<file path="src/hw/rtl/bmg_pkg.sv">
// ----------------------------------------------------------------------------
// bmg_pkg
// Shared constants and types of the binary morphological gradient block.
// ----------------------------------------------------------------------------
package bmg_pkg;

	// Default frame limits
	localparam int MAX_WIDTH_DEF  = 2048;
	localparam int MAX_HEIGHT_DEF = 2048;

	// Field widths
	localparam int GRAY_W = 8;
	localparam int DIM_W  = 12;
	localparam int DATA_W = 32;
	localparam int ADDR_W = 4;

	// Register reset values
	localparam logic [GRAY_W-1:0] THRESHOLD_RST = 8'd127;
	localparam logic [DIM_W-1:0]  WIDTH_RST     = 12'd640;
	localparam logic [DIM_W-1:0]  HEIGHT_RST    = 12'd480;

	// Register indexes (byte address / 4)
	localparam logic [1:0] REG_THRESHOLD = 2'd0;
	localparam logic [1:0] REG_WIDTH     = 2'd1;
	localparam logic [1:0] REG_HEIGHT    = 2'd2;

	// Output pixel levels
	localparam logic [GRAY_W-1:0] WHITE = 8'd255;
	localparam logic [GRAY_W-1:0] BLACK = 8'd0;

	// Output queue
	localparam int OFIFO_DEPTH = 4;
	localparam int OFIFO_PW    = $clog2(OFIFO_DEPTH);

	// Line memory word: [1] row above, [0] centre row
	localparam int LINE_W = 2;

	// Control of one request in the read-data stage
	typedef struct packed {
		logic valid;
		logic pix;       // request carries a pixel (not a flush)
		logic pel;       // binarized pixel
		logic emit;      // request sends out one result
		logic refresh;   // pixel is the next one to be sent
		logic fwd;       // take read data from the write of the previous cycle
		logic up_ok;
		logic left_ok;
		logic right_ok;
		logic below_ok;
		logic last;
	} s1_ctl_t;

	// One result item
	typedef struct packed {
		logic              frame_end;
		logic              eroded;
		logic              dilated;
		logic [GRAY_W-1:0] gradient;
	} res_t;

endpackage

</file>
<file path="src/hw/rtl/bmg_ofifo.sv">
// ----------------------------------------------------------------------------
// bmg_ofifo
// Small result queue in front of the output channel.
// ----------------------------------------------------------------------------
module bmg_ofifo (
	input  logic                       clk,
	input  logic                       arst_n,
	input  logic                       push,
	input  bmg_pkg::res_t              push_data,
	input  logic                       pop,
	output logic                       out_valid,
	output bmg_pkg::res_t              out_data,
	output logic [bmg_pkg::OFIFO_PW:0] count
);

	bmg_pkg::res_t                 entry_q [bmg_pkg::OFIFO_DEPTH];
	logic [bmg_pkg::OFIFO_PW-1:0]  wr_ptr_q;
	logic [bmg_pkg::OFIFO_PW-1:0]  rd_ptr_q;
	logic [bmg_pkg::OFIFO_PW:0]    count_q;

	assign out_valid = (count_q != '0);
	assign out_data  = entry_q[rd_ptr_q];
	assign count     = count_q;

	// Advance pointers and count
	always_ff @(posedge clk or negedge arst_n) begin
		if (!arst_n) begin
			wr_ptr_q <= '0;
			rd_ptr_q <= '0;
			count_q  <= '0;
		end else begin
			if (push) begin
				wr_ptr_q <= wr_ptr_q + 1'b1;
			end
			if (pop) begin
				rd_ptr_q <= rd_ptr_q + 1'b1;
			end
			count_q <= count_q + (bmg_pkg::OFIFO_PW + 1)'(push)
				- (bmg_pkg::OFIFO_PW + 1)'(pop);
		end
	end

	// Store entries
	always_ff @(posedge clk) begin
		if (push) begin
			entry_q[wr_ptr_q] <= push_data;
		end
	end

endmodule

</file>
<file path="config.mk">
export PLATFORM = sky130hd
export DESIGN_NAME = bmg_ofifo
export DESIGN_NICKNAME = d
export VERILOG_FILES = /design/src/hw/rtl/bmg_pkg.sv /design/src/hw/rtl/bmg_ofifo.sv
export SDC_FILE = /design/constraint.sdc
export NUM_CORES = 1
export LEC_CHECK = 0
export ABC_AREA = 1
export BUFFER_PORTS_ARGS = -buffer_cell sky130_fd_sc_hd__buf_2
export CAP_MARGIN = 20
export CORE_UTILIZATION = 45
export DETAILED_ROUTE_END_ITERATION = 10
export MAX_ROUTING_LAYER = met4
export SETUP_SLACK_MARGIN = 0.4
export SYNTH_ARGS = -nofsm -noshare
export SYNTH_HDL_FRONTEND = slang
export SYNTH_SLANG_ARGS = --single-unit
</file>
<file path="constraint.sdc">
create_clock -name clk -period 1.83 [get_ports clk]
set_input_delay 0.0915 -clock clk [delete_from_list [all_inputs] [get_ports clk]]
set_output_delay 0.0915 -clock clk [all_outputs]
set_load 0.05 [all_outputs]
</file>
==> results.sh <==
export IMPL_reg2reg_slack_ns=0.37
export IMPL_synth_cells=218
export IMPL_route_detailed_drc=0
export IMPL_dr_pass1_iters=4
export IMPL_ant_nets=0
export IMPL_powerDensity_mw_per_mm2=1770
export IMPL_placement_io_buffers=29
export IMPL_startpoint_type="register"
export IMPL_cts_root_buf="clkbuf_8"
export IMPL_path_clk_slew_ns=0.09
export IMPL_numCtsBuffers=5
export IMPL_num_antenna_cells=0
export IMPL_crit_fanout=2
export IMPL_nFillCells=409
export IMPL_hold_viol=0
export IMPL_holdPathEnd="entry_q[3][7]"
export IMPL_grt_total_usage_pct=17.3
export IMPL_io_pins=30
export IMPL_core_area_mm2=0.00479
export IMPL_wire_per_inst_um=12.1
export IMPL_min_delay_start="push_data[7]"
export IMPL_crit_type="reg2reg"
export IMPL_placed_cells=311
export IMPL_fin_tns_setup_ns=0
export IMPL_start_util_pct=47.6
export IMPL_maxSlewViolCount=0
export IMPL_cp_arrival_ns=1.71
export IMPL_syn_to_final_growth_pct=23.1
export IMPL_p_leak_nw=1.33
export IMPL_worstPathCellList="inv_2, ha_4, inv_2, ha_4, fa_2, nand3b_1, nand2_1"
export IMPL_vdd_ir_drop_max_mv=0.781
export IMPL_final_area_mm2=0.00280
export IMPL_setup_viol=0
export IMPL_cpMaxStageDelayCell="dfrtp_2"
export IMPL_place_hpwl_mm=2.45
export IMPL_die_area_mm2=0.00535
export IMPL_final_common_cell="nand2_1"
export IMPL_multi_input_area_um2=529
export IMPL_regArea_mm2=0.00150
export IMPL_worst_clock_skew_ns=0.00350
export IMPL_grt_max_degree=17
export IMPL_relSlewSlack_pct=84.0
export IMPL_ys_seq_area_share_pct=65.8
export IMPL_final_cell_mix="nand2_1 (66), inv_1 (51), edfxtp_1 (44)"
export IMPL_vias=1423
export IMPL_cts_sinks=51
export IMPL_r2r_start="count[0]"
export IMPL_htreeDepth=2
export IMPL_status="complete, no violations"
export IMPL_synth_warnings=0
export IMPL_grt_pass1_vias=1367
export IMPL_hold_path_class="in2reg"
export IMPL_clk_latency_ns=0.30
export IMPL_synth_area_mm2=0.00228
export IMPL_fp_dieW_um=73.1
export IMPL_place_gp_congestion=0.815
export IMPL_reg2reg_depth=7
export IMPL_avgSynthCellArea_um2=10.4
export IMPL_max_freq_mhz=685
export IMPL_drive_gt1_share_pct=22.9
export IMPL_p_total_mw=4.95
export IMPL_nNetsFinal=287
export IMPL_timing_final_crit_share_pct=79.8
export IMPL_grt_pass1_wl_mm=6.38
export IMPL_wirelength_mm=4.04
export IMPL_setup_worst_path_end_class="register"
export IMPL_holdPathStages=1
export IMPL_synth_cell_types=15
export IMPL_reg2reg_to="count[2]"
export IMPL_drv_cap=0
export IMPL_num_rows=25
export IMPL_tritoncts="yes"
export IMPL_critPathMaxStageDelay_ns=0.37
export IMPL_antenna_found_initial=0
export IMPL_clock_path_buffers=2
export IMPL_drtIter0Drc=64
export IMPL_max_slew_worst_pin_slew_ns=0.240
export IMPL_layout_cells_non_filler=333
export IMPL_min_period_ns=1.46
export IMPL_routed_via_density=4.27
export IMPL_synth_nets=240
export IMPL_overflow=0
export IMPL_place_area_mm2=0.00248
export IMPL_rsz0062_at_grt="true"
export IMPL_synth_seq_cells=51
export IMPL_crit_required_ns=2.08
export IMPL_die_h_um=73.1
==> power breakdown <==
group | internal (mW) | switching (mW) | total (mW)
combinational | 0.890 | 1.78 | 2.67
clock | 0.262 | 0.360 | 0.623
sequential | 1.55 | 0.108 | 1.66
total | 2.70 | 2.25 | 4.95
==> layout make-up <==
class                   count  share of cell area (%)
clock inverters             3                   0.536
inverters                  57                    8.30
repair inverters            2                   0.580
well taps                  67                    2.99
clock buffers               5                    2.46
repair buffers             46                    12.8
multi-input cells         102                    18.9
flip-flops and latches     51                    53.4
==> through the flow <==
| step | hold slack, ns | setup WS, ns | utilization (%) |
|---|---|---|---|
| floorplan | -0.204 | 0.222 | - |
| global placement | -0.0623 | 0.404 | 51.9 |
| detailed placement | -0.0617 | 0.375 | 51.9 |
| CTS | 0.000758 | 0.352 | 57.4 |
| global route | 0.00448 | 0.309 | 58.6 |
| finish | 0.00658 | 0.370 | 58.6 |
==> kinds of logic after synthesis <==
group / after synthesis / synth area share [%]
AOI/OAI and AO/OA: 1 / 0.220
and+or+nand+nor: 91 / 16.5
adders and majority gates: 7 / 4.18
xor gates and xnor gates: 3 / 1.15
buffers and inverters: 65 / 12.2
DFF: 51 / 65.8
==> layer usage <==
metal | part of all wire (%) | wire (um) | vias to the layer above | global-route usage, %
met3 | 3.5 | 140 | 6 | 4.70
met5 | 0 | 0 | - | -
met1 | 46 | 1870 | 632 | 21.3
met2 | 49 | 1980 | 27 | 27.5
met4 | 1.1 | 44 | 0 | 6.32
li1 | - | - | 758 | -
==> registers in the layout, indices dropped and copies added, names as in the netlist <==
signal / cells
wr_ptr_q: 2
rd_ptr_q: 2
entry_q: 44
count: 3
==> worst max-delay path, delay by kind of cell, from the launching register on <==
kind                       cells  cell delay, ns
adders and majority gates      3            0.73
buffers and inverters          2            0.09
DFF                            1            0.37
and+or+nand+nor                2            0.22
==> worst max path at each step <==
stage / start / endpoint / cells after the start
2_1_floorplan: count[0] / count[2] / 7
3_3_place_gp: count[0] / count[2] / 7
3_5_place_dp: count[0] / count[2] / 7
4_1_cts: count[0] / count[2] / 7
5_1_grt: rd_ptr_q[0] / out_data[0] / 6
6_report: count[0] / count[2] / 7
==> synth_stat cells <==
| cell type | count | area, um^2 |
|---|---|---|
| buf_2 | 2 | 10.0 |
| buf_4 | 2 | 15.0 |
| buf_6 | 3 | 33.8 |
| clkbuf_2 | 1 | 5.00 |
| dfrtp_1 | 7 | 175 |
| edfxtp_1 | 44 | 1320 |
| fa_1 | 1 | 20.0 |
| ha_1 | 6 | 75.1 |
| inv_1 | 56 | 210 |
| inv_2 | 1 | 3.75 |
| nand2_1 | 66 | 248 |
| nand3_1 | 24 | 120 |
| nand3b_1 | 1 | 7.51 |
| o21ai_1 | 1 | 5.00 |
| xor2_1 | 3 | 26.3 |
==> repair_timing <==
| action | CTS | global route |
|---|---|---|
| buffers inserted | 4 | 3 |
| endpoints found under the setup margin | 35 | 42 |
| pin swaps | 3 | 2 |
| hold endpoints to repair | 23 | 0 |
| cloned | 1 | 1 |
| gates resized for setup | 26 | 5 |
| hold buffers | 5 | 0 |
Note: power is estimated with default switching activity, not from simulation.
