===== src/hw/rtl/bmg_pkg.sv =====
// ----------------------------------------------------------------------------
// bmg_pkg
// Shared constants and types of the binary morphological gradient block.
// ----------------------------------------------------------------------------
package bmg_pkg;

	// Default frame limits
	localparam int MAX_WIDTH_DEF  = 2048;
	localparam int MAX_HEIGHT_DEF = 2048;

	// Field widths
	localparam int GRAY_W = 8;
	localparam int DIM_W  = 12;
	localparam int DATA_W = 32;
	localparam int ADDR_W = 4;

	// Register reset values
	localparam logic [GRAY_W-1:0] THRESHOLD_RST = 8'd127;
	localparam logic [DIM_W-1:0]  WIDTH_RST     = 12'd640;
	localparam logic [DIM_W-1:0]  HEIGHT_RST    = 12'd480;

	// Register indexes (byte address / 4)
	localparam logic [1:0] REG_THRESHOLD = 2'd0;
	localparam logic [1:0] REG_WIDTH     = 2'd1;
	localparam logic [1:0] REG_HEIGHT    = 2'd2;

	// Output pixel levels
	localparam logic [GRAY_W-1:0] WHITE = 8'd255;
	localparam logic [GRAY_W-1:0] BLACK = 8'd0;

	// Output queue
	localparam int OFIFO_DEPTH = 4;
	localparam int OFIFO_PW    = $clog2(OFIFO_DEPTH);

	// Line memory word: [1] row above, [0] centre row
	localparam int LINE_W = 2;

	// Control of one request in the read-data stage
	typedef struct packed {
		logic valid;
		logic pix;       // request carries a pixel (not a flush)
		logic pel;       // binarized pixel
		logic emit;      // request sends out one result
		logic refresh;   // pixel is the next one to be sent
		logic fwd;       // take read data from the write of the previous cycle
		logic up_ok;
		logic left_ok;
		logic right_ok;
		logic below_ok;
		logic last;
	} s1_ctl_t;

	// One result item
	typedef struct packed {
		logic              frame_end;
		logic              eroded;
		logic              dilated;
		logic [GRAY_W-1:0] gradient;
	} res_t;

endpackage


===== src/hw/rtl/bmg_ctrl.sv =====
// ----------------------------------------------------------------------------
// bmg_ctrl
// Request front end: binarizes pixels, tracks input and output positions and
// the pending count, decides emission and neighbour validity, and issues the
// line memory read.
// ----------------------------------------------------------------------------
module bmg_ctrl #(
	parameter int MAX_WIDTH  = bmg_pkg::MAX_WIDTH_DEF,
	parameter int MAX_HEIGHT = bmg_pkg::MAX_HEIGHT_DEF,
	localparam int CW = $clog2(MAX_WIDTH)
) (
	input  logic                       clk,
	input  logic                       arst_n,
	input  logic                       restart,
	input  logic                       accept,
	input  logic                       flush,
	input  logic [bmg_pkg::GRAY_W-1:0] gray,
	input  logic [bmg_pkg::GRAY_W-1:0] threshold,
	input  logic [bmg_pkg::DIM_W-1:0]  frame_width,
	input  logic [bmg_pkg::DIM_W-1:0]  frame_height,
	output logic [CW-1:0]              rd_addr,
	output logic [CW-1:0]              addr_s1,
	output bmg_pkg::s1_ctl_t           ctl_s1
);

	localparam int WW   = $clog2(MAX_WIDTH + 1);
	localparam int HW   = $clog2(MAX_HEIGHT + 1);
	localparam int RW   = (MAX_HEIGHT > 1) ? $clog2(MAX_HEIGHT) : 1;
	localparam int PW   = $clog2(MAX_WIDTH + 3);
	localparam int CMWW = (WW > bmg_pkg::DIM_W) ? WW : bmg_pkg::DIM_W;
	localparam int CMHW = (HW > bmg_pkg::DIM_W) ? HW : bmg_pkg::DIM_W;

	logic [PW-1:0]   pending_q;
	logic [CW-1:0]   in_col_q;
	logic [CW-1:0]   out_col_q;
	logic [RW-1:0]   out_row_q;

	logic [CMWW-1:0] fw_x;
	logic [CMHW-1:0] fh_x;
	logic [WW-1:0]   w_eff;
	logic [HW-1:0]   h_eff;
	logic [PW-1:0]   w_p;
	logic [PW-1:0]   pend_in;
	logic            pix;
	logic            emit;
	logic [WW-1:0]   icol_inc;
	logic [CW-1:0]   icol_nxt;
	logic [WW-1:0]   ocol_inc;
	logic            ocol_wrap;
	logic [CW-1:0]   ocol_nxt;
	logic [HW-1:0]   orow_inc;
	logic            orow_wrap;
	logic [RW-1:0]   orow_nxt;
	bmg_pkg::s1_ctl_t ctl_d;

	// Clamp frame size to 1..MAX
	always_comb begin
		fw_x = CMWW'(frame_width);
		fh_x = CMHW'(frame_height);
		if (fw_x == '0) begin
			w_eff = WW'(1);
		end else if (fw_x > CMWW'(MAX_WIDTH)) begin
			w_eff = WW'(MAX_WIDTH);
		end else begin
			w_eff = WW'(fw_x);
		end
		if (fh_x == '0) begin
			h_eff = HW'(1);
		end else if (fh_x > CMHW'(MAX_HEIGHT)) begin
			h_eff = HW'(MAX_HEIGHT);
		end else begin
			h_eff = HW'(fh_x);
		end
	end

	// Position steps and emission decision
	always_comb begin
		pix     = !flush;
		w_p     = PW'(w_eff);
		pend_in = pending_q + PW'(pix);
		emit    = pix ? (pending_q > w_p) : (pending_q != '0);

		icol_inc = WW'(in_col_q) + WW'(1);
		icol_nxt = (icol_inc >= w_eff) ? '0 : CW'(icol_inc);

		ocol_inc  = WW'(out_col_q) + WW'(1);
		ocol_wrap = (ocol_inc >= w_eff);
		ocol_nxt  = ocol_wrap ? '0 : CW'(ocol_inc);

		orow_inc  = HW'(out_row_q) + HW'(1);
		orow_wrap = (orow_inc >= h_eff);
		orow_nxt  = orow_wrap ? '0 : RW'(orow_inc);

		// A pixel reads its own column; a flush reads the column right of the output
		rd_addr = pix ? in_col_q : ocol_nxt;

		ctl_d.valid    = accept;
		ctl_d.pix      = pix;
		ctl_d.pel      = (gray > threshold);
		ctl_d.emit     = emit;
		ctl_d.refresh  = pix && (pending_q == '0);
		ctl_d.fwd      = ctl_s1.valid && ctl_s1.pix && (addr_s1 == rd_addr);
		ctl_d.up_ok    = (out_row_q != '0);
		ctl_d.left_ok  = (out_col_q != '0);
		ctl_d.right_ok = !ocol_wrap && (pend_in > PW'(1));
		ctl_d.below_ok = !orow_wrap && (pend_in > w_p);
		ctl_d.last     = orow_wrap && ocol_wrap;
	end

	// Advance positions and pending count
	always_ff @(posedge clk or negedge arst_n) begin
		if (!arst_n) begin
			pending_q <= '0;
			in_col_q  <= '0;
			out_col_q <= '0;
			out_row_q <= '0;
		end else if (restart) begin
			pending_q <= '0;
			in_col_q  <= '0;
			out_col_q <= '0;
			out_row_q <= '0;
		end else if (accept) begin
			pending_q <= pend_in - PW'(emit);
			if (pix) begin
				in_col_q <= icol_nxt;
			end
			if (emit) begin
				out_col_q <= ocol_nxt;
				if (ocol_wrap) begin
					out_row_q <= orow_nxt;
				end
			end
		end
	end

	// Stage 1 control
	always_ff @(posedge clk or negedge arst_n) begin
		if (!arst_n) begin
			ctl_s1 <= '0;
		end else begin
			ctl_s1 <= ctl_d;
		end
	end

	// Stage 1 address
	always_ff @(posedge clk) begin
		addr_s1 <= rd_addr;
	end

endmodule


===== config.mk =====
export PLATFORM = sky130hd
export DESIGN_NAME = bmg_ctrl
export DESIGN_NICKNAME = d
export VERILOG_FILES = /design/src/hw/rtl/bmg_pkg.sv /design/src/hw/rtl/bmg_ctrl.sv
export SDC_FILE = /design/constraint.sdc
export NUM_CORES = 1
export LEC_CHECK = 0
export BUFFER_PORTS_ARGS = -buffer_cell sky130_fd_sc_hd__buf_4
export CAP_MARGIN = 5
export CORE_AREA = 3 3 98 123
export CTS_BUF_LIST = sky130_fd_sc_hd__clkbuf_4 sky130_fd_sc_hd__clkbuf_8 sky130_fd_sc_hd__clkbuf_16
export DETAILED_ROUTE_END_ITERATION = 12
export DIE_AREA = 0 0 101 126
export PLACE_DENSITY = 0.75
export SYNTH_ARGS = -nofsm -noshare
export SYNTH_HDL_FRONTEND = slang
export SYNTH_SLANG_ARGS = --single-unit
export TNS_END_PERCENT = 10

===== constraint.sdc =====
create_clock -name clk -period 3.1 [get_ports clk]
set_input_delay 0.465 -clock clk [delete_from_list [all_inputs] [get_ports clk]]
set_output_delay 0.465 -clock clk [all_outputs]
set_load 0.02 [all_outputs]

==> flow_summary.toml <==
[critical_path]
cp_max_fo = 8
setup.worst_path.start_class = "flop"
crit_arrival_ns = 2.91
required_ns = 2.63
endpoint_kind = "output pin"
criticalPathCategory = "reg2out"
rrSetupSlack_ns = -0.17

[detailed_routing]
vias = 6046
totalWireLength_mm = 18.6
routedWlPerCell_um = 18.8
viasPerCell = 6.13
postRouteAntennaNets = 0
post-route-drc-count = 0
drtIter0Drc = 368
drt_pass1_iterations = 5

[logic_synthesis]
syn_area_mm2 = 0.00575
yosysTopAreaCell = "dfrtp_1"
synth-seq-cells = 67
yosysTopAreaCellShare_pct = 24.4
syn-num-nets = 795
async_flop_share_pct = 83.6
avgSynthCellArea_um2 = 8.54
synth_cells = 673
ys_types = 79
ys_seq_area_share_pct = 28.2
synth.area.top_cells = "dfrtp_1 (24%), ha_1 (17%), xnor2_1 (5.2%), nand2_1 (5.1%), dfxtp_1 (3.8%)"
synth_edf_count = 0
synth_ff_type = "dfrtp_1"
ys_warn_count = 0

[global_routing]
antenna_found_initial = 0
grt_max_degree = 57
grt_overflow = 0
grt_util_all_layers_pct = 28.8
first_global_vias = 6119
grt_pass1_wl_mm = 29.3

[cts]
cts_root_buf = "clkbuf_16"
clkSinkCount = 67
numCtsBuffers = 9
worstSkewPairLatency_ns = 0.34
cts_tree = "yes"
htree_levels = 3
clk_path_buf_depth = 2
clk_pin_slew_worst_paths_ns = 0.06

[floorplanning]
rows = 43
die_w_um = 101
start_util_pct = 51.9
die-area_mm2 = 0.0127
die_h_um = 126
core_area_mm2 = 0.0111
io_pins = 78

[sta]
whs_ns = 0.192
hold_viol = 0
setup_viol = 13
rsz0062_at_grt = "true"
fin_setup_tns_ns = -3.02
max_clock_freq_ghz = 0.296
slew_headroom_pct = 39.4
finalMaxSlewViolations = 0
layout_setup_ws_ns = -0.275
timing.final.crit_period_ns = 3.38
period_share_pct = 109
skew_ns = 0.00707
tightestPinTransition_ns = 0.909

[power_and_ir_drop]
p_leak_nw = 3.83
powerDensity_mw_per_mm2 = 431
ir_drop_uv = 330

[status]
outcome = "finished, violations left"
violations = "setup timing"

[cells_and_area]
nets = 969
syn2layout_area_growth_pct = 38.5
drive_above_1_share_pct = 34.6
layout_commonest_cell = "buf_4"
final_cell_mix = "buf_4 (177), nand2_1 (76), ha_1 (71)"
num_antenna_cells = 0

[placed_design]
gp_congestion = 0.929
io_buffers = 77
hpwl_mm = 13.9
dp_slack_ns = -0.382

[flow_run]
cap_violations = 0

[worst_hold_path]
hold_class = "in2async"
==> state kept, by name (all words and copies together) (netlist names) <==
register,cells
pending_q,12
addr_s1,11
ctl_s1,11
in_col_q,11
out_col_q,11
out_row_q,11
==> where the power goes <==
group	internal [mW]	total (mW)	switching, mW
clock network	0.568	0.974	0.407
logic	0.652	1.41	0.760
registers	0.959	1.05	0.0882
==> layer usage <==
layer	part of all wire [%]	wire length, µm	up-vias	track usage [%]
li1	-	-	2781	-
met1	37	6890	2869	32.3
met2	50	9280	306	50.6
met3	6.3	1180	90	4.82
met4	6.7	1250	0	16.4
met5	0	0	-	0
==> per-stage QoR <==
stage	instance area (µm²)	util [%]	instances	total power [mW]
CTS	7790	70.3	985	3.38
global route	7960	71.9	987	3.61
detailed placement	7300	65.8	962	2.38
global placement	7300	65.8	962	2.33
finish	7960	71.9	987	3.43
floorplan	5910	-	673	1.83
==> timing repair <==
action	in CTS	in global routing
pin swaps	14	12
resized for setup	39	42
endpoints found under the setup margin	28	52
hold buffers	0	0
buffers inserted	7	2
==> layout make-up <==
type,instances,area [µm²]
Tap cell,135,169
Clock buffer,11,246
Multi-Input combinational cell,536,4240
Inverter,43,173
Timing Repair Buffer,190,1480
Fill cell,789,3120
Sequential cell,67,1630
Clock inverter,5,30.0
==> worst paths after layout <==
| check | from | end | cells after the start |
|---|---|---|---|
| setup / recovery | out_col_q[1] | rd_addr[7] | 13 |
| hold / removal | arst_n | out_col_q[4] | 1 |
| setup reg to reg | out_col_q[1] | ctl_s1[5] | 16 |
| hold reg to reg | out_row_q[10] | out_row_q[10] | 2 |
| max in group asynchronous | arst_n | out_row_q[3] | 1 |
| min in group clk | accept | ctl_s1[10] | 1 |
==> critical path: stages, from the launching register on <==
cell and delay, ns:
dfrtp_2 0.44, ha_4 0.16, buf_4 0.13, nand2_1 0.07, nor3_2 0.19, xor2_1 0.28, ha_1 0.29, nand4_1 0.14
o221ai_2 0.14, a21oi_4 0.21, buf_6 0.19, nand3_2 0.09, o21ai_2 0.10, buf_6 0.14
==> cell usage after synthesis (all sizes together) (6+ instances only) <==
master and n:
nor2b 10, a31o 6, dfrtp 56, clkbuf 22, xnor2 36, nand2b 16, a31oi 7, a211oi 8
nor2 43, a21o 16, nand2 78, a21oi 21, nand3 31, nor3 12, o21ai 41, ha 77
and3 9, o211ai 6, xor2 18, inv 41, nor4 13, and2 7, a32o 6, dfxtp 11
nand4 14
==> cells by family after synthesis <==
group | Yosys count | share of synthesized area [%]
xor gates and xnor gates | 54 | 8.49
buffers and inverters | 70 | 5.40
and+or+nand+nor | 250 | 22.2
muxes | 4 | 0.696
adders and majority gates | 77 | 16.8
DFF | 67 | 28.2
AOI/OAI and AO/OA | 151 | 18.2
Note: power is estimated with default switching activity, not from simulation.
