===== src/hw/rtl/bmg_pkg.sv =====
// ----------------------------------------------------------------------------
// bmg_pkg
// Shared constants and types of the binary morphological gradient block.
// ----------------------------------------------------------------------------
package bmg_pkg;

	// Default frame limits
	localparam int MAX_WIDTH_DEF  = 2048;
	localparam int MAX_HEIGHT_DEF = 2048;

	// Field widths
	localparam int GRAY_W = 8;
	localparam int DIM_W  = 12;
	localparam int DATA_W = 32;
	localparam int ADDR_W = 4;

	// Register reset values
	localparam logic [GRAY_W-1:0] THRESHOLD_RST = 8'd127;
	localparam logic [DIM_W-1:0]  WIDTH_RST     = 12'd640;
	localparam logic [DIM_W-1:0]  HEIGHT_RST    = 12'd480;

	// Register indexes (byte address / 4)
	localparam logic [1:0] REG_THRESHOLD = 2'd0;
	localparam logic [1:0] REG_WIDTH     = 2'd1;
	localparam logic [1:0] REG_HEIGHT    = 2'd2;

	// Output pixel levels
	localparam logic [GRAY_W-1:0] WHITE = 8'd255;
	localparam logic [GRAY_W-1:0] BLACK = 8'd0;

	// Output queue
	localparam int OFIFO_DEPTH = 4;
	localparam int OFIFO_PW    = $clog2(OFIFO_DEPTH);

	// Line memory word: [1] row above, [0] centre row
	localparam int LINE_W = 2;

	// Control of one request in the read-data stage
	typedef struct packed {
		logic valid;
		logic pix;       // request carries a pixel (not a flush)
		logic pel;       // binarized pixel
		logic emit;      // request sends out one result
		logic refresh;   // pixel is the next one to be sent
		logic fwd;       // take read data from the write of the previous cycle
		logic up_ok;
		logic left_ok;
		logic right_ok;
		logic below_ok;
		logic last;
	} s1_ctl_t;

	// One result item
	typedef struct packed {
		logic              frame_end;
		logic              eroded;
		logic              dilated;
		logic [GRAY_W-1:0] gradient;
	} res_t;

endpackage


===== src/hw/rtl/bmg_win.sv =====
// ----------------------------------------------------------------------------
// bmg_win
// Read-data stage: forwards the previous write, writes the line memory back,
// keeps the cross window of the next output pixel and forms the result.
// ----------------------------------------------------------------------------
module bmg_win #(
	parameter int MAX_WIDTH = bmg_pkg::MAX_WIDTH_DEF,
	localparam int CW = $clog2(MAX_WIDTH)
) (
	input  logic                       clk,
	input  logic                       arst_n,
	input  bmg_pkg::s1_ctl_t           ctl_s1,
	input  logic [CW-1:0]              addr_s1,
	input  logic [bmg_pkg::LINE_W-1:0] rdata,
	output logic                       we,
	output logic [CW-1:0]              waddr,
	output logic [bmg_pkg::LINE_W-1:0] wdata,
	output logic                       res_valid,
	output bmg_pkg::res_t              res
);

	logic cur_c_q;    // centre of the next output pixel
	logic cur_a_q;    // pixel above it
	logic prev_c_q;   // pixel left of it
	logic last_q;     // newest pixel taken in
	logic fwd_c_q;
	logic fwd_a_q;
	logic rd_c;
	logic rd_a;
	logic dil;
	logic ero;

	// Select forwarded or memory data
	always_comb begin
		rd_c = ctl_s1.fwd ? fwd_c_q : rdata[0];
		rd_a = ctl_s1.fwd ? fwd_a_q : rdata[1];
	end

	// Write back: shift the column up by one row
	always_comb begin
		we    = ctl_s1.valid && ctl_s1.pix;
		waddr = addr_s1;
		wdata = {rd_c, ctl_s1.pel};
	end

	// Cross window result
	always_comb begin
		dil = cur_c_q
			| (ctl_s1.up_ok    & cur_a_q)
			| (ctl_s1.left_ok  & prev_c_q)
			| (ctl_s1.right_ok & rd_c)
			| (ctl_s1.below_ok & last_q);
		ero = cur_c_q
			& ctl_s1.up_ok    & cur_a_q
			& ctl_s1.left_ok  & prev_c_q
			& ctl_s1.right_ok & rd_c
			& ctl_s1.below_ok & last_q;
		res_valid     = ctl_s1.valid && ctl_s1.emit;
		res.gradient  = (dil && !ero) ? bmg_pkg::WHITE : bmg_pkg::BLACK;
		res.dilated   = dil;
		res.eroded    = ero;
		res.frame_end = ctl_s1.last;
	end

	// Hold the window and the newest pixel
	always_ff @(posedge clk or negedge arst_n) begin
		if (!arst_n) begin
			cur_c_q  <= 1'b0;
			cur_a_q  <= 1'b0;
			prev_c_q <= 1'b0;
			last_q   <= 1'b0;
		end else if (ctl_s1.valid) begin
			if (ctl_s1.pix) begin
				last_q <= ctl_s1.pel;
			end
			if (ctl_s1.emit) begin
				prev_c_q <= cur_c_q;
				cur_c_q  <= rd_c;
				cur_a_q  <= rd_a;
			end else if (ctl_s1.refresh) begin
				cur_c_q <= ctl_s1.pel;
				cur_a_q <= rd_c;
			end
		end
	end

	// Keep the last write for a read of the same column
	always_ff @(posedge clk) begin
		if (we) begin
			fwd_c_q <= ctl_s1.pel;
			fwd_a_q <= rd_c;
		end
	end

endmodule


===== config.mk =====
export PLATFORM = sky130hd
export DESIGN_NAME = bmg_win
export DESIGN_NICKNAME = d
export VERILOG_FILES = /design/src/hw/rtl/bmg_pkg.sv /design/src/hw/rtl/bmg_win.sv
export SDC_FILE = /design/constraint.sdc
export NUM_CORES = 1
export LEC_CHECK = 0
export BUFFER_PORTS_ARGS = -buffer_cell sky130_fd_sc_hd__buf_4
export CAP_MARGIN = 10
export CORE_UTILIZATION = 36
export CTS_CLUSTER_DIAMETER = 30
export CTS_CLUSTER_SIZE = 20
export DETAILED_ROUTE_END_ITERATION = 8
export PLACE_DENSITY = 0.92
export SLEW_MARGIN = 15
export SYNTH_ARGS = -nofsm -noshare
export SYNTH_HDL_FRONTEND = slang
export SYNTH_SLANG_ARGS = --single-unit
export TNS_END_PERCENT = 5

===== constraint.sdc =====
create_clock -name clk -period 2.52 [get_ports clk]
set_input_delay 0.504 -clock clk [delete_from_list [all_inputs] [get_ports clk]]
set_output_delay 0.504 -clock clk [all_outputs]
set_load 0.005 [all_outputs]

==> results.toml, run 1 <==
[status]
outcome = "finished clean"

[die]
dieArea_um2 = 1540
rows = 13
design.core.area_um2 = 1300
fp.dieW_um = 39.3
ios = 52
die_y_um = 39.3
start_util_pct = 38.5

[detailed_routing]
firstDrtPassIters = 3
drtIter0Drc = 8
routed-via-count = 376
via_per_inst = 5.08
drc = 0
avgRoutedWirePerCell_um = 12.8
antenna_left = 0
wl_um = 950

[global_routing]
grt_max_degree = 9
met3_usage_pct = 9.66
track_usage_pct = 14.4
grt_pass1_vias = 326
use_met1_pct = 12.4
grt_pass1_wl_mm = 1.35
antenna_found_initial = 0
gr-max-usage-layer = "met2"
grt-ovfl-total = 0
use_met2_pct = 22.1

[synth]
synth.distinct_cells = 22
synth-seq-cells = 6
avgSynthCellArea_um2 = 9.81
synth.area.top_cells = "buf_4 35%, dfrtp_1 20%, edfxtp_1 12%, mux2_2 4.5%, nor4b_2 3.0%"
yosysWarnings = 0
syn_nets = 77
synth_top_area_share_pct = 34.5
synth_edf_count = 2
syn_inst = 51
synthArstFlopShare_pct = 66.7
yosys.area.top_type = "buf_4"
seq_area_frac_synth_pct = 32.0
synth_ff_type = "dfrtp_1"
syn-cell-area_um2 = 500

[power]
p_per_area_nw_per_um2 = 558
report.power.total_uw = 321
ir_worst_vdd_v = 0.000189
leakage_uw = 0.000267

[placed_design]
dp_slack_ns = 0.353
dp_hpwl_um = 794
post_dp_cell_area_um2 = 549
port_buffers = 27
place_congestion = 0.761

[layout]
drive_gt1_share_pct = 61.0
final_common_cell = "buf_4"
seq_area_um2 = 160
fillers = 138
layout_common_cells = "27 x buf_4, 4 x dfrtp_1, 3 x nand2_1, 3 x clkbuf_4"
nets = 86
postLayoutCellArea_um2 = 576
n_antenna_cell = 0
multi_input_comb_area_um2 = 164
area_growth_pct = 15.0

[sta]
hold_violations = 0
clock.fmax_mhz = 467
post-route-min-period_ns = 2.14
setup_tns_ns = 0
drv_slew = 0
maxSlewHeadroom_pct = 64.8
period_share_pct = 84.9
setup_viol = 0
hold_ws_ns = 0.0443
worst_slew_pin_slew_ns = 0.528
fin_skew_ns = 0.00488
rsz0062_at_grt = "false"
final.setup.worst_slack_ns = 0.380

[clock_tree]
post_cts_buffers = 0
hold_buffers = 0
clkSinkCount = 6
cts_root_buf = "clkbuf_4"
cts_resized = 0
cts_made_buffers = 3
cts_tree = "built"
path_clk_slew_ns = 0.05
h-tree-depth = 1
clockBufferDepth = 2
clk_latency_ns = 0.24

[critical_path]
cp_common_cell = "buf_4"
slowest_stage = "a21oi_1"
critical_path_arrival_ns = 1.64
reg2reg_setup_slack_ns = 1.36
cp-start-kind = "primary input"
endpoint_kind = "output pin"
cp_max_fo = 8
cp_top_family = "compound AO/OA/AOI/OAI gates"
crit_chain = "buf_4, mux2i_2, nor4b_2, a21oi_1, buf_4"
cp_num_buf_inv = 2
cp.required_ns = 2.02
crit_type = "in2out"
slowest_delay_ns = 0.44

[min_path]
hold_class = "in2async"

[run]
drv_cap = 0
final cells by class:
cell class	instances	share of cell area (%)
Sequential cell	6	27.8
Tap cell	15	3.26
Timing Repair Buffer	27	35.2
Multi-Input combinational cell	21	28.5
Inverter	1	0.652
Clock buffer	4	4.57
power breakdown:
group          switching (µW)  internal (µW)  total (µW)  leakage (µW)
Clock                    33.5           59.9        93.4     0.0000150
Sequential               10.1            114         124     0.0000664
Combinational            39.5           63.9         103      0.000186
cells in the mapped netlist, types with 2 or more instances:
cell      instances
buf_4            23
dfrtp_1           4
edfxtp_1          2
mux2_2            2
nand2_1           3
worst paths after layout:
check                                     start                   end  depth (start not counted)
setup / recovery                      ctl_s1[5]                res[3]                          5
max in group asynchronous                arst_n   cur_c_q$_DFFE_PN0P_                          1
hold reg to reg            prev_c_q$_DFFE_PN0P_  prev_c_q$_DFFE_PN0P_                          1
hold / removal                           arst_n   cur_a_q$_DFFE_PN0P_                          1
setup reg to reg              fwd_c_q$_DFFE_PP_   cur_c_q$_DFFE_PN0P_                          3
min in group clk                      ctl_s1[8]     fwd_c_q$_DFFE_PP_                          1
per-stage QoR:
step	util [%]	instances
after CTS	44.2	74
after floorplan	-	51
after global placement	42.2	70
after detailed placement	42.2	70
after global routing	44.2	74
final	44.2	74
sequential cells by signal (all words and copies together) (netlist names):
| name | flops |
|---|---|
| cur_a_q | 1 |
| fwd_a_q | 1 |
| last_q | 1 |
| cur_c_q | 1 |
| fwd_c_q | 1 |
| prev_c_q | 1 |
logic make-up (layout without fill, tap and decap cells):
family | Yosys count | in the layout | share of synthesized area (%)
AOI/OAI and AO/OA | 7 | 7 | 10.7
buffers and inverters | 24 | 32 | 35.3
DFF | 6 | 6 | 32.0
muxes | 4 | 4 | 9.25
and+or+nand+nor | 10 | 10 | 12.7
layer usage:
metal  routed length [µm]  vias up
met5                    0        -
met1                  336      172
li1                     -      173
met3                  156        2
met4                    2        0
met2                  454       29
(Power assumes the default switching activity.)
==> inputs of run 2 (changes only) <==
--- a/config.mk
+++ b/config.mk
@@ -5,13 +5,14 @@
 export SDC_FILE = /design/constraint.sdc
 export NUM_CORES = 1
 export LEC_CHECK = 0
+export ABC_AREA = 1
 export BUFFER_PORTS_ARGS = -buffer_cell sky130_fd_sc_hd__buf_4
 export CAP_MARGIN = 10
-export CORE_UTILIZATION = 36
+export CORE_UTILIZATION = 31
 export CTS_CLUSTER_DIAMETER = 30
 export CTS_CLUSTER_SIZE = 20
 export DETAILED_ROUTE_END_ITERATION = 8
-export PLACE_DENSITY = 0.92
+export PLACE_DENSITY = 0.83
 export SLEW_MARGIN = 15
 export SYNTH_ARGS = -nofsm -noshare
 export SYNTH_HDL_FRONTEND = slang
==> constraint.sdc (replaced) <==
create_clock -name clk -period 1.8 [get_ports clk]
set_input_delay 0.36 -clock clk [delete_from_list [all_inputs] [get_ports clk]]
set_output_delay 0.36 -clock clk [all_outputs]
set_load 0.005 [all_outputs]
==> run 2 against run 1 <==
Compared with the run above:
- the flow now finishes with violations (DRC)
- clock power up 40%
- synthesized area is 8.0% higher
- sequential share of layout area is 2.5 points lower
- combinational power rose by 49%
- flip-flop and latch count stayed put
- die area increased by 24%
- routed wire length up 2.7%
- register-to-register slack lost 0.57 ns
==> results.toml, run 2 <==
[detailed_routing]
drtIter0Drc = 12
antenna_left = 0
dr_wl_met3_um = 140
met1Wirelength_um = 358
wl_met2_um = 461
via_per_inst = 4.23
routed-via-count = 436
drc = 5
highest_layer = "met4"
avgRoutedWirePerCell_um = 9.48
firstDrtPassIters = 6
wl_um = 976

[layout]
nets = 114
postLayoutCellArea_um2 = 632
area_growth_pct = 16.9
layout_common_cells = "27 x buf_4, 22 x nand2_1, 10 x inv_1, 5 x nor2_1, 4 x dfrtp_1"
finalCoreUtilization_pct = 40.5
n_antenna_cell = 0
drive_gt1_share_pct = 41.4
final_common_cell = "buf_4"

[status]
outcome = "finished, violations left"
violations = "DRC"

[global_routing]
antenna_found_initial = 0
grt_pass1_vias = 420
grt_pass1_wl_mm = 1.66
grt_max_degree = 9
track_usage_pct = 12.4
grt-ovfl-total = 0

[die]
design.core.area_um2 = 1560
rows = 14
die_y_um = 43.8
start_util_pct = 34.7
dieArea_um2 = 1910
fp.dieW_um = 43.8
ios = 52

[critical_path]
reg2reg_to = "cur_c_q$_DFFE_PN0P_"
reg2reg_setup_slack_ns = 0.79
rr_startpoint = "fwd_c_q$_DFFE_PP_"
crit_chain = "inv_1, nand2_1, nand3_2, nand2_2, inv_1, nor2_4, buf_4"
cp.required_ns = 1.44
slowest_stage = "edfxtp_1"
cp_max_fo = 8
cp_common_cell = "inv_1"
endpoint_kind = "output pin"
critical_path_arrival_ns = 1.26
cp-start-kind = "flip-flop"
crit_type = "reg2out"
r2r.worst_path.cells = 4
slowest_delay_ns = 0.35

[synth]
syn_nets = 104
synth.most_common_cell = "buf_4"
seq_area_frac_synth_pct = 29.6
avgSynthCellArea_um2 = 6.93
synth_common_cells = "23 x buf_4, 22 x nand2_1, 10 x inv_1"
synth.area.top_cells = "buf_4 32%, dfrtp_1 19%, nand2_1 15%, edfxtp_1 11%, inv_1 6.9%"
synth-seq-cells = 6
syn_inst = 78
synth_top_area_share_pct = 31.9
synthArstFlopShare_pct = 66.7
yosys.area.top_type = "buf_4"
synth_edf_count = 2
synth.distinct_cells = 13
syn-cell-area_um2 = 541
yosysWarnings = 0
synth_ff_type = "dfrtp_1"

[placed_design]
port_buffers = 27
place_congestion = 0.766
post_dp_cell_area_um2 = 591
dp_hpwl_um = 824

[sta]
drv_slew = 0
fin_skew_ns = 0.00864
worst_slew_pin_slew_ns = 0.384
setup_viol = 0
hold_violations = 0
rsz0062_at_grt = "false"
clock.fmax_mhz = 616
setup_tns_ns = 0
post-route-min-period_ns = 1.62
hold_ws_ns = 0.320
maxSlewHeadroom_pct = 74.1
period_share_pct = 90.2

[clock_tree]
clk_latency_ns = 0.24
clkSinkCount = 6
clockBufferDepth = 2
h-tree-depth = 1
path_clk_slew_ns = 0.05
post_cts_buffers = 0
cts_tree = "built"
cts_made_buffers = 3
cts_root_buf = "clkbuf_4"

[power]
pwr-share-seq_pct = 36.8
pwr-share-comb_pct = 34.1
leakage_uw = 0.000371
report.power.total_uw = 450
power_frac_clock_pct = 29.0
p_sw_uw = 124
ir_worst_vdd_v = 0.000381
power.internal_uw = 326
p_per_area_nw_per_um2 = 712
switching_share_pct = 27.6

[min_path]
min_from = "ctl_s1[8]"
hold_end = "fwd_c_q$_DFFE_PP_"
hold_class = "in2reg"
min_path_cells = 1

[run]
drv_cap = 0
run 2: cell count changes in the layout (fill, tap and decap cells not counted), sizes merged, moves of 3 or more:
cell,change
nand2,+21
nor2,+6
inv,+10
o21ai,+3
run 2: power groups by stage:
| stage | sequential (µW) | combinational, µW | clock, µW |
|---|---|---|---|
| 6_report | 166 | 153 | 131 |
| 5_1_grt | 168 | 171 | 149 |
| 4_1_cts | 166 | 152 | 139 |
| 3_5_place_dp | 168 | 150 | 0 |
| 3_3_place_gp | 167 | 147 | 0 |
| 2_1_floorplan | 166 | 124 | 0 |
run 2: critical path, delay by kind of cell, from the launching register on:
family | cells | cell delay, ns
DFF | 1 | 0.35
buffers and inverters | 3 | 0.24
and+or+nand+nor | 4 | 0.42
run 2: cell type report:
| type | count | area [µm²] |
|---|---|---|
| Fill cell | 169 | 927 |
| Timing Repair Buffer | 28 | 213 |
| Multi-Input combinational cell | 38 | 171 |
| Sequential cell | 6 | 160 |
| Inverter | 11 | 41.3 |
| Clock buffer | 4 | 26.3 |
| Tap cell | 16 | 20.0 |
run 2: logic make-up (layout without fill, tap and decap cells):
kind of cell,after synthesis,count (layout),synth area share [%]
simple gates,34,34,27.1
buf+inv,34,43,39.6
flops,6,6,29.6
compound gates,4,4,3.70
run 2: metal layers:
| metal | vias up | global-route usage, % |
|---|---|---|
| met3 | 2 | 3.33 |
| met2 | 24 | 20.0 |
| met1 | 179 | 12.2 |
| met4 | 0 | 13.1 |
| met5 | - | 0 |
| li1 | 231 | - |
run 2: worst max-delay path by stage:
| stage | start | to | depth (start not counted) |
|---|---|---|---|
| after floorplan | ctl_s1[5] | res[1] | 6 |
| after global placement | ctl_s1[5] | res[1] | 7 |
| after detailed placement | ctl_s1[5] | res[5] | 7 |
| after CTS | fwd_c_q$_DFFE_PP_ | res[5] | 7 |
| after global routing | cur_c_q$_DFFE_PN0P_ | res[3] | 7 |
| final | fwd_c_q$_DFFE_PP_ | res[0] | 7 |
run 2: metrics by stage:
step                instances  setup WS (ns)
global placement           98          0.277
detailed placement         98          0.218
floorplan                  78          0.424
global route              103         0.0792
CTS                       103         0.0637
finish                    103          0.176
run 2: repair_timing:
| item | 4_1_cts | 5_1_grt |
|---|---|---|
| hold buffers | 1 | 0 |
| hold endpoints to repair | 4 | 0 |
| resized for setup | 0 | 1 |
| endpoints found under the setup margin | 0 | 8 |
