**config.mk**
```make
export PLATFORM = sky130hd
export DESIGN_NAME = bmg_ram
export DESIGN_NICKNAME = d
export VERILOG_FILES = /design/src/hw/rtl/bmg_ram.sv
export SDC_FILE = /design/constraint.sdc
export NUM_CORES = 1
export LEC_CHECK = 0
export BUFFER_PORTS_ARGS = -buffer_cell sky130_fd_sc_hd__buf_2
export CAP_MARGIN = 20
export CORE_AREA = 5 5 42 44
export DETAILED_ROUTE_END_ITERATION = 8
export DIE_AREA = 0 0 47 49
export PLACE_DENSITY = 0.31
export SYNTH_ARGS = -nofsm -noshare
export SYNTH_HDL_FRONTEND = slang
export SYNTH_SLANG_ARGS = --single-unit
```
**constraint.sdc**
```tcl
create_clock -name clk -period 2.1 [get_ports clk]
set_clock_uncertainty 0.1 [all_clocks]
set_input_delay 0.105 -clock clk [delete_from_list [all_inputs] [get_ports clk]]
set_output_delay 0.105 -clock clk [all_outputs]
set_load 0.05 [all_outputs]
```
**src/hw/rtl/bmg_ram.sv**
```systemverilog
// ----------------------------------------------------------------------------
// bmg_ram
// Generic single-write, single-read synchronous RAM with registered read.
// ----------------------------------------------------------------------------
module bmg_ram #(
	parameter int WIDTH = 1,
	parameter int DEPTH = 4,
	localparam int AW = (DEPTH > 1) ? $clog2(DEPTH) : 1
) (
	input  logic             clk,
	input  logic             we,
	input  logic [AW-1:0]    waddr,
	input  logic [WIDTH-1:0] wdata,
	input  logic [AW-1:0]    raddr,
	output logic [WIDTH-1:0] rdata
);

	logic [WIDTH-1:0] mem [DEPTH];

	// Write port
	always_ff @(posedge clk) begin
		if (we) begin
			mem[waddr] <= wdata;
		end
	end

	// Registered read port
	always_ff @(posedge clk) begin
		rdata <= mem[raddr];
	end

endmodule

```
==> flow_metrics.env, run 1 <==
export IMPL_path_max_fanout=1
export IMPL_cp_cell_sequence="mux4_2"
export IMPL_postCtsSetupBuffers=0
export IMPL_worst_slew_pin_slew_ns=0.2364
export IMPL_post_place_ws_ns=1.067
export IMPL_drt_wirelength_per_cell_um=8.763
export IMPL_dr_total_vias=133
export IMPL_vias_per_cell=3.500
export IMPL_tritoncts="done"
export IMPL_drive_gt1_frac=0.5455
export IMPL_ant_nets=0
export IMPL_cts_buffers=3
export IMPL_grt_pass1_vias=171
export IMPL_slew_headroom=0.8421
export IMPL_core_area_sq_mm=0.001401
export IMPL_p_comb_frac=0.098
export IMPL_yosys_warnings=0
export IMPL_grtUsageTotal=0.04600
export IMPL_clk_pin_slew_worst_paths_ns=0.05
export IMPL_clk_path_buf_depth=2
export IMPL_drcViolationCount=0
export IMPL_slew_viol_final=0
export IMPL_hold_viol=0
export IMPL_syn_area_sq_um=193.9
export IMPL_post_route_min_period_ns=1.037
export IMPL_p_switching_uw=55.19
export IMPL_cp_num_buf_inv=0
export IMPL_fin_ws_ns=1.063
export IMPL_ys_seq_area_frac=0.7226
export IMPL_cts_resized=0
export IMPL_postCtsHoldBufs=1
export IMPL_clk_latency_ns=0.24
export IMPL_status="finished, final reports clean"
export IMPL_syn_avg_cell_area_sq_um=19.39
export IMPL_fin_tns_setup_ns=0
export IMPL_crit_arrival_ns=1.05
export IMPL_nets=30
export IMPL_die_y_um=49
export IMPL_clock_fmax_mhz=964.6
export IMPL_critPathSlowestCell="mux4_2"
export IMPL_area_growth_pct=47.74
export IMPL_setup_viol=0
export IMPL_fp_dieArea_sq_mm=0.002303
export IMPL_p_sw_frac=0.2219
export IMPL_seqPwrFrac=0.460
export IMPL_grt_pass1_wl_um=696
export IMPL_grt_max_degree=5
export IMPL_rows=14
export IMPL_ys_ff_latch=5
export IMPL_clockPowerShare=0.442
export IMPL_initial_core_util=0.1384
export IMPL_die_x_um=47
export IMPL_antenna_found_initial=0
export IMPL_cts_sinks=5
export IMPL_routed_wl_um=333
export IMPL_synth_nets=17
export IMPL_grt_ovfl_total=0
export IMPL_dr_pass1_iters=2
export IMPL_fin_crit_sh=0.4937
export IMPL_p_per_area_mw_per_mm2=868.1
export IMPL_start_kind="flop"
export IMPL_cts_root_buf="clkbuf_4"
export IMPL_insertedDiodeCount=0
export IMPL_hold_class="input port to flop"
export IMPL_synth_cell_types=6
export IMPL_worstPathRequired_ns=2.11
export IMPL_crit_family="multiplexers"
export IMPL_io_pins=8
export IMPL_htree_levels=1
export IMPL_io_buffer_count=7
export IMPL_synthCells=10
export IMPL_p_total_uw=248.7
export IMPL_fill_cells=160
export IMPL_max_stage_delay_ns=0.46
export IMPL_p_leak_uw=0.0001220
export IMPL_peakVddDrop_mv=0.3476
export IMPL_critPathKind="flop to flop"
export IMPL_cp_end_kind="flop"
export IMPL_drv_cap=0
export IMPL_drtIter0Drc=4
export IMPL_rsz0062_at_grt="false"
export IMPL_internal_power_uw=193.5
export IMPL_gp_congestion=0.6044
[registers in the layout (all words and copies together) (netlist names)]
| register | cells |
|---|---|
| rdata | 1 |
| mem | 4 |
[logic make-up (layout without fill, tap and decap cells)]
kind of cell	count (synthesis)	count (layout)	synth area share
muxes	1	1	0.1161
buffers and inverters	0	12	0
and+or+nand+nor	4	4	0.1613
DFF	5	5	0.7226
[per-layer routing]
| layer | up-vias | global-route usage | part of all wire |
|---|---|---|---|
| met5 | - | 0 | 0 |
| met4 | 0 | 0.02765 | 0 |
| met3 | 0 | 0.04428 | 0.17 |
| met2 | 11 | 0.05882 | 0.46 |
| met1 | 58 | 0.04688 | 0.37 |
| li1 | 64 | - | - |
[power by group through the flow]
stage | logic, uW | registers (uW) | clock network (uW)
after floorplan | 5.99 | 123 | 0
after global placement | 22.8 | 116 | 0
after detailed placement | 23.1 | 116 | 0
after CTS | 24.7 | 114 | 115
after global routing | 27.4 | 115 | 126
final | 24.5 | 114 | 110
[cells in the mapped netlist, drive strengths merged]
master | count | area [sq um]
and3 | 1 | 6.260
and3b | 2 | 17.52
dfxtp | 1 | 20.02
edfxtp | 4 | 120.1
mux4 | 1 | 22.52
nor3b | 1 | 7.510
[cell usage in the layout, fill, tap and decap left out]
| cell type | instances |
|---|---|
| and3_1 | 1 |
| and3b_1 | 2 |
| buf_2 | 7 |
| clkbuf_4 | 3 |
| clkinv_2 | 1 |
| dfxtp_1 | 1 |
| dlygate4sd3_1 | 1 |
| edfxtp_1 | 4 |
| mux4_2 | 1 |
| nor3b_1 | 1 |
[worst paths after layout]
path | start | end | slack, ns | cells past startpoint
min reg2reg | mem[2] | rdata | 0.45 | 1
max reg2reg | mem[3] | rdata | 1.06 | 1
max | mem[3] | rdata | 1.06 | 1
min | raddr[1] | rdata | 0.03 | 2
[metrics by stage]
stage / util / cells / hold slack [ns] / cell area [sq um]
floorplan: - / 10 / 0.1039 / 193.9
global placement: 0.1777 / 33 / 0.2312 / 249.0
detailed placement: 0.1777 / 33 / 0.2317 / 249.0
CTS: 0.2045 / 38 / 0.02736 / 286.5
global route: 0.2045 / 38 / 0.04795 / 286.5
finish: 0.2045 / 38 / 0.03343 / 286.5
[final cells by class]
type                            instances  area (sq um)  area share
Sequential cell                         5         140.1      0.4891
Multi-Input combinational cell          5         53.80      0.1878
Timing Repair Buffer                    8         45.04      0.1572
Clock buffer                            3         22.52     0.07860
Tap cell                               16         20.02     0.06987
Clock inverter                          1         5.005     0.01747
(Power assumes the default switching activity.)
==> run 2: changes to the inputs <==
Settings changed: ABC_AREA set to 1, PLACE_DENSITY 0.31 to 0.35.
Clock period 2.1 ns to 0.9 ns, I/O delays scaled along.
==> flow_metrics.env, run 2 <==
export IMPL_numPlacedInstances=48
export IMPL_grt_ovfl_total=0
export IMPL_status="finished, final reports clean"
export IMPL_critPathSlowestCell="dfxtp_2"
export IMPL_cp_end_kind="primary output"
export IMPL_ys_ff_latch=5
export IMPL_postCtsHoldBufs=2
export IMPL_grt_max_degree=5
export IMPL_area_growth_pct=48.35
export IMPL_largest_reg_flops=4
export IMPL_synth_xor_area_share=0
export IMPL_yosys_warnings=0
export IMPL_synth_area_leader_cell="edfxtp_1"
export IMPL_ant_nets=0
export IMPL_synth_top_family_by_area="simple AND/OR/NAND/NOR gates"
export IMPL_crit_arrival_ns=0.71
export IMPL_hold_viol=0
export IMPL_gp_congestion=0.6406
export IMPL_synthMuxAreaShare=0
export IMPL_dr_pass1_iters=4
export IMPL_reg2regPathDepth=4
export IMPL_io_buffer_count=7
export IMPL_drtIter0Drc=5
export IMPL_grt_pass1_vias=193
export IMPL_clk_latency_ns=0.25
export IMPL_rows=14
export IMPL_drcViolationCount=0
export IMPL_syn_avg_cell_area_sq_um=9.109
export IMPL_clk_path_buf_depth=2
export IMPL_initial_core_util=0.1625
export IMPL_hpwl_um=355.8
export IMPL_rsz0062_at_grt="true"
export IMPL_synth_simple_gate_area_frac=0.2363
export IMPL_worstPathRequired_ns=0.75
export IMPL_regMostFlops="mem"
export IMPL_synthCells=25
export IMPL_worst_slew_pin_slew_ns=0.1974
export IMPL_p_per_area_mw_per_mm2=1815
export IMPL_core_area_sq_mm=0.001401
export IMPL_path_max_fanout=1
export IMPL_die_y_um=49
export IMPL_io_pins=8
export IMPL_grtUsageTotal=0.05379
export IMPL_ys_seq_area_frac=0.6154
export IMPL_clk_pin_slew_worst_paths_ns=0.05
export IMPL_crit_family="flip-flops"
export IMPL_insertedDiodeCount=0
export IMPL_clock_fmax_mhz=1175
export IMPL_critPathKind="flop to primary output"
export IMPL_synth_cell_types=7
export IMPL_nets=46
export IMPL_synthTopCellsByCount="inv_1, nand2_1, edfxtp_1, nor3_1, nand3_1"
export IMPL_die_x_um=47
export IMPL_setup_viol=0
export IMPL_htree_levels=1
export IMPL_antenna_found_initial=0
export IMPL_start_kind="flop"
export IMPL_peakVddDrop_mv=0.6469
export IMPL_synth_compound_area_frac=0
export IMPL_post_route_min_period_ns=0.8510
export IMPL_synth_nets=32
export IMPL_crit_cells=1
export IMPL_cts_root_buf="clkbuf_4"
export IMPL_syn_area_sq_um=227.7
export IMPL_async_flop_share=0
export IMPL_drt_wirelength_per_cell_um=8.093
export IMPL_synth_top_area_frac=0.5275
export IMPL_synthMostInstantiatedCell="inv_1"
export IMPL_dr_total_vias=193
export IMPL_cts_sinks=5
export IMPL_drv_cap=0
export IMPL_routed_wl_um=437
export IMPL_cts_buffers=3
export IMPL_grt_pass1_wl_um=724
export IMPL_slew_headroom=0.8674
export IMPL_whs_path_depth=4
export IMPL_synth_main_ff_cell="edfxtp_1"
export IMPL_fin_cells=54
export IMPL_fp_dieArea_sq_mm=0.002303
export IMPL_top_regs="mem: 4 flops, rdata: 1 flops"
export IMPL_fin_crit_sh=0.9455
export IMPL_p_total_uw=613.3
export IMPL_tritoncts="done"
export IMPL_layout_commonest_cell="inv_1"
export IMPL_hold_class="input port to flop"
export IMPL_cp_cell_sequence="buf_6"
export IMPL_p_leak_uw=0.0001706
export IMPL_rrSetupSlack_ns=0.09
export IMPL_slew_viol_final=0
export IMPL_synthAdderAreaFrac=0
export IMPL_max_stage_delay_ns=0.31
export IMPL_layout_common_cells="inv_1, buf_2, nand2_1"
export IMPL_synth_edff_count=4
export IMPL_vias_per_cell=3.574
export IMPL_drive_gt1_frac=0.3421
export IMPL_synth_area_leaders="edfxtp_1, inv_1, dfxtp_1"
export IMPL_cp_num_buf_inv=1
-- run 2: cell types whose count changed in the layout (fill, tap and decap cells not counted), sizes merged --
cell         previous run  this run
nor3b                   1         0
nor3                    0         4
nand3                   0         2
and3                    1         0
mux4                    1         0
nand2                   0         5
dlygate4sd3             1         2
and3b                   2         0
inv                     0         9
-- run 2: cells by family (layout without fill, tap and decap cells) --
family | after synthesis | in the layout
simple gates | 11 | 11
buf+inv | 9 | 22
flops | 5 | 5
-- run 2: layer usage --
metal  routed length [um]  track usage  vias up
met2                  172      0.06787       13
met4                   11      0.04147        0
met3                   91      0.06642        3
li1                     -            -      101
met5                    0            0        -
met1                  161      0.04241       76
-- run 2: final cells by class --
type                    count  area (sq um)
inverters                   9         33.78
multi-input cells          11         53.80
flip-flops and latches      5         141.4
fillers                   156          1064
clock buffers               3         22.52
clock inverters             1         5.005
well taps                  16         20.02
repair buffers              9         61.31
-- run 2: timing repair --
action,CTS,global route
endpoints found under the hold margin,5,1
gates resized for setup,1,2
pin swaps,0,1
buffers inserted,0,0
endpoints found under the setup margin,1,2
-- run 2: stage by stage --
step	TNS [ns]	utilization	area, sq um	setup slack, ns	hold WS (ns)
floorplan	0	-	227.7	0.1569	0.04387
global placement	0	0.2018	282.8	0.08054	0.1663
detailed placement	0	0.2018	282.8	0.07707	0.1670
CTS	0	0.2375	332.8	0.01527	0.007669
global route	-0.001532	0.2411	337.8	-0.001532	-0.004237
finish	0	0.2411	337.8	0.04903	0.009158
-- run 2: final timing paths --
check,start,endpoint
worst max-delay path,rdata,rdata
worst min-delay path,raddr[0],rdata
worst max register to register,mem[0],rdata
worst min register to register,mem[2],rdata
-- run 2: report_power, final --
part	total, uW	internal [uW]	switching (uW)
registers	269	265	3.76
clock network	268	162	106
logic	76.9	32.9	44.0
==> run 3: changes to the inputs <==
Settings changed: ABC_AREA 1 to unset, PLACE_DENSITY 0.35 to 0.32, SKIP_LAST_GASP set to 1.
==> flow_metrics.env, run 3 (synthesis results as in run 1) <==
export IMPL_holdPathEnd="rdata"
export IMPL_grt_max_degree=5
export IMPL_fin_cells=38
export IMPL_internal_power_uw=460.9
export IMPL_layout_common_cells="buf_2, edfxtp_1, clkbuf_4"
export IMPL_hold_viol=1
export IMPL_fp_dieArea_sq_mm=0.002303
export IMPL_min_delay_start="raddr[1]"
export IMPL_ant_nets=0
export IMPL_p_leak_uw=0.0001201
export IMPL_p_sw_frac=0.2073
export IMPL_core_area_sq_mm=0.001401
export IMPL_rsz0062_at_grt="true"
export IMPL_routed_wl_um=335
export IMPL_postCtsSetupBuffers=0
export IMPL_critPathKind="flop to flop"
export IMPL_slew_headroom=0.8612
export IMPL_r2r_end="rdata"
export IMPL_crit_arrival_ns=1.05
export IMPL_cp_num_buf_inv=0
export IMPL_rrSetupSlack_ns=-0.14
export IMPL_post_route_min_period_ns=1.035
export IMPL_io_pins=8
export IMPL_fin_ws_ns=-0.1350
export IMPL_peakVddDrop_mv=0.4368
export IMPL_start_kind="flop"
export IMPL_tritoncts="done"
export IMPL_insertedDiodeCount=0
export IMPL_io_buffer_count=7
export IMPL_htree_levels=1
export IMPL_cts_buffers=3
export IMPL_worst_slew_pin_slew_ns=0.2077
export IMPL_setup_viol=1
export IMPL_p_per_area_mw_per_mm2=2020
export IMPL_postCtsHoldBufs=1
export IMPL_worstPathRequired_ns=0.91
export IMPL_cts_sinks=5
export IMPL_dr_pass1_iters=2
export IMPL_path_max_fanout=1
export IMPL_p_switching_uw=120.5
export IMPL_fin_crit_sh=1.150
export IMPL_fill_cells=161
export IMPL_initial_core_util=0.1384
export IMPL_p_total_uw=581.4
export IMPL_drive_gt1_frac=0.5000
export IMPL_grt_pass1_wl_um=607
export IMPL_grt_pass1_vias=151
export IMPL_hold_class="input port to flop"
export IMPL_numPlacedInstances=33
export IMPL_die_y_um=49
export IMPL_drv_cap=0
export IMPL_p_comb_frac=0.101
export IMPL_multi_input_area_sq_um=53.80
export IMPL_drtIter0Drc=4
export IMPL_timing_hold_ws_ns=-0.02865
export IMPL_grt_ovfl_total=0
export IMPL_die_x_um=47
export IMPL_vias_per_cell=3.526
export IMPL_clk_pin_slew_worst_paths_ns=0.04
export IMPL_cts_root_buf="clkbuf_4"
export IMPL_dr_total_vias=134
export IMPL_cp_cell_sequence="mux4_2"
export IMPL_layout_commonest_cell="buf_2"
export IMPL_drcViolationCount=0
export IMPL_whs_path_depth=2
export IMPL_nets=30
export IMPL_drt_wirelength_per_cell_um=8.816
export IMPL_clk_latency_ns=0.24
export IMPL_r2r_start="mem[3]"
export IMPL_clockPowerShare=0.439
export IMPL_slew_viol_final=0
export IMPL_regMostFlops="mem"
export IMPL_area_growth_pct=48.39
export IMPL_top_regs="mem: 4 flops, rdata: 1 flops"
export IMPL_reg2regPathDepth=1
export IMPL_gp_congestion=0.5623
export IMPL_seqPwrFrac=0.460
export IMPL_largest_reg_flops=4
export IMPL_crit_path_start="mem[3]"
export IMPL_critPathSlowestCell="mux4_2"
export IMPL_antenna_found_initial=0
export IMPL_seq_area_sq_um=140.1
export IMPL_violations="negative hold slack, negative setup slack"
export IMPL_crit_family="multiplexers"
export IMPL_rows=14
export IMPL_clock_fmax_mhz=966.2
export IMPL_clk_path_buf_depth=2
export IMPL_status="finished, violations left"
export IMPL_max_stage_delay_ns=0.46
export IMPL_cp_end_kind="flop"
export IMPL_fin_tns_setup_ns=-0.1350
export IMPL_grtUsageTotal=0.04385
## run 3: cell count changes in the layout (fill, tap and decap cells not counted), moves of 2 or more
cell     change
inv_1        -9
nand2_1      -5
nor3_1       -3
and3b_1      +2
nand3_1      -2
## run 3: final cells by class
type | instances | share of cell area
clock buffer | 4 | 0.09130
multi-input combinational | 5 | 0.1870
sequential | 5 | 0.4870
tap | 16 | 0.06957
timing repair buffer | 8 | 0.1652
## run 3: stage by stage
stage | util | cell area (sq um) | setup slack [ns]
final | 0.2054 | 287.8 | -0.1350
after global routing | 0.2054 | 287.8 | -0.1617
after CTS | 0.2054 | 287.8 | -0.1444
after detailed placement | 0.1777 | 249.0 | -0.1386
after global placement | 0.1777 | 249.0 | -0.1278
after floorplan | - | 193.9 | -0.1088
## run 3: timing repair
action / in CTS / in global routing
setup endpoints to repair: 2 / 1
hold endpoints to repair: 5 / 1
pin swaps: 0 / 0
resized for setup: 1 / 0
gates cloned: 0 / 0
## run 3: power groups by stage
stage / combinational (uW) / clock, uW / sequential [uW]
after floorplan: 14.0 / 0 / 287
after detailed placement: 53.7 / 0 / 271
after global routing: 64.8 / 287 / 268
after global placement: 53.2 / 0 / 272
final: 58.8 / 255 / 267
after CTS: 59.8 / 275 / 267
## run 3: worst max path at each step
stage	slack (ns)	depth (start not counted)	end
floorplan	-0.11	1	rdata
finish	-0.14	1	rdata
global placement	-0.13	1	rdata
CTS	-0.14	1	rdata
global route	-0.16	1	rdata
detailed placement	-0.14	1	rdata
## run 3: per-layer routing
layer  track usage  share of wire
met5             0              0
met4       0.06912          0.036
met3       0.03321          0.099
met2       0.04525           0.41
met1       0.04009           0.45
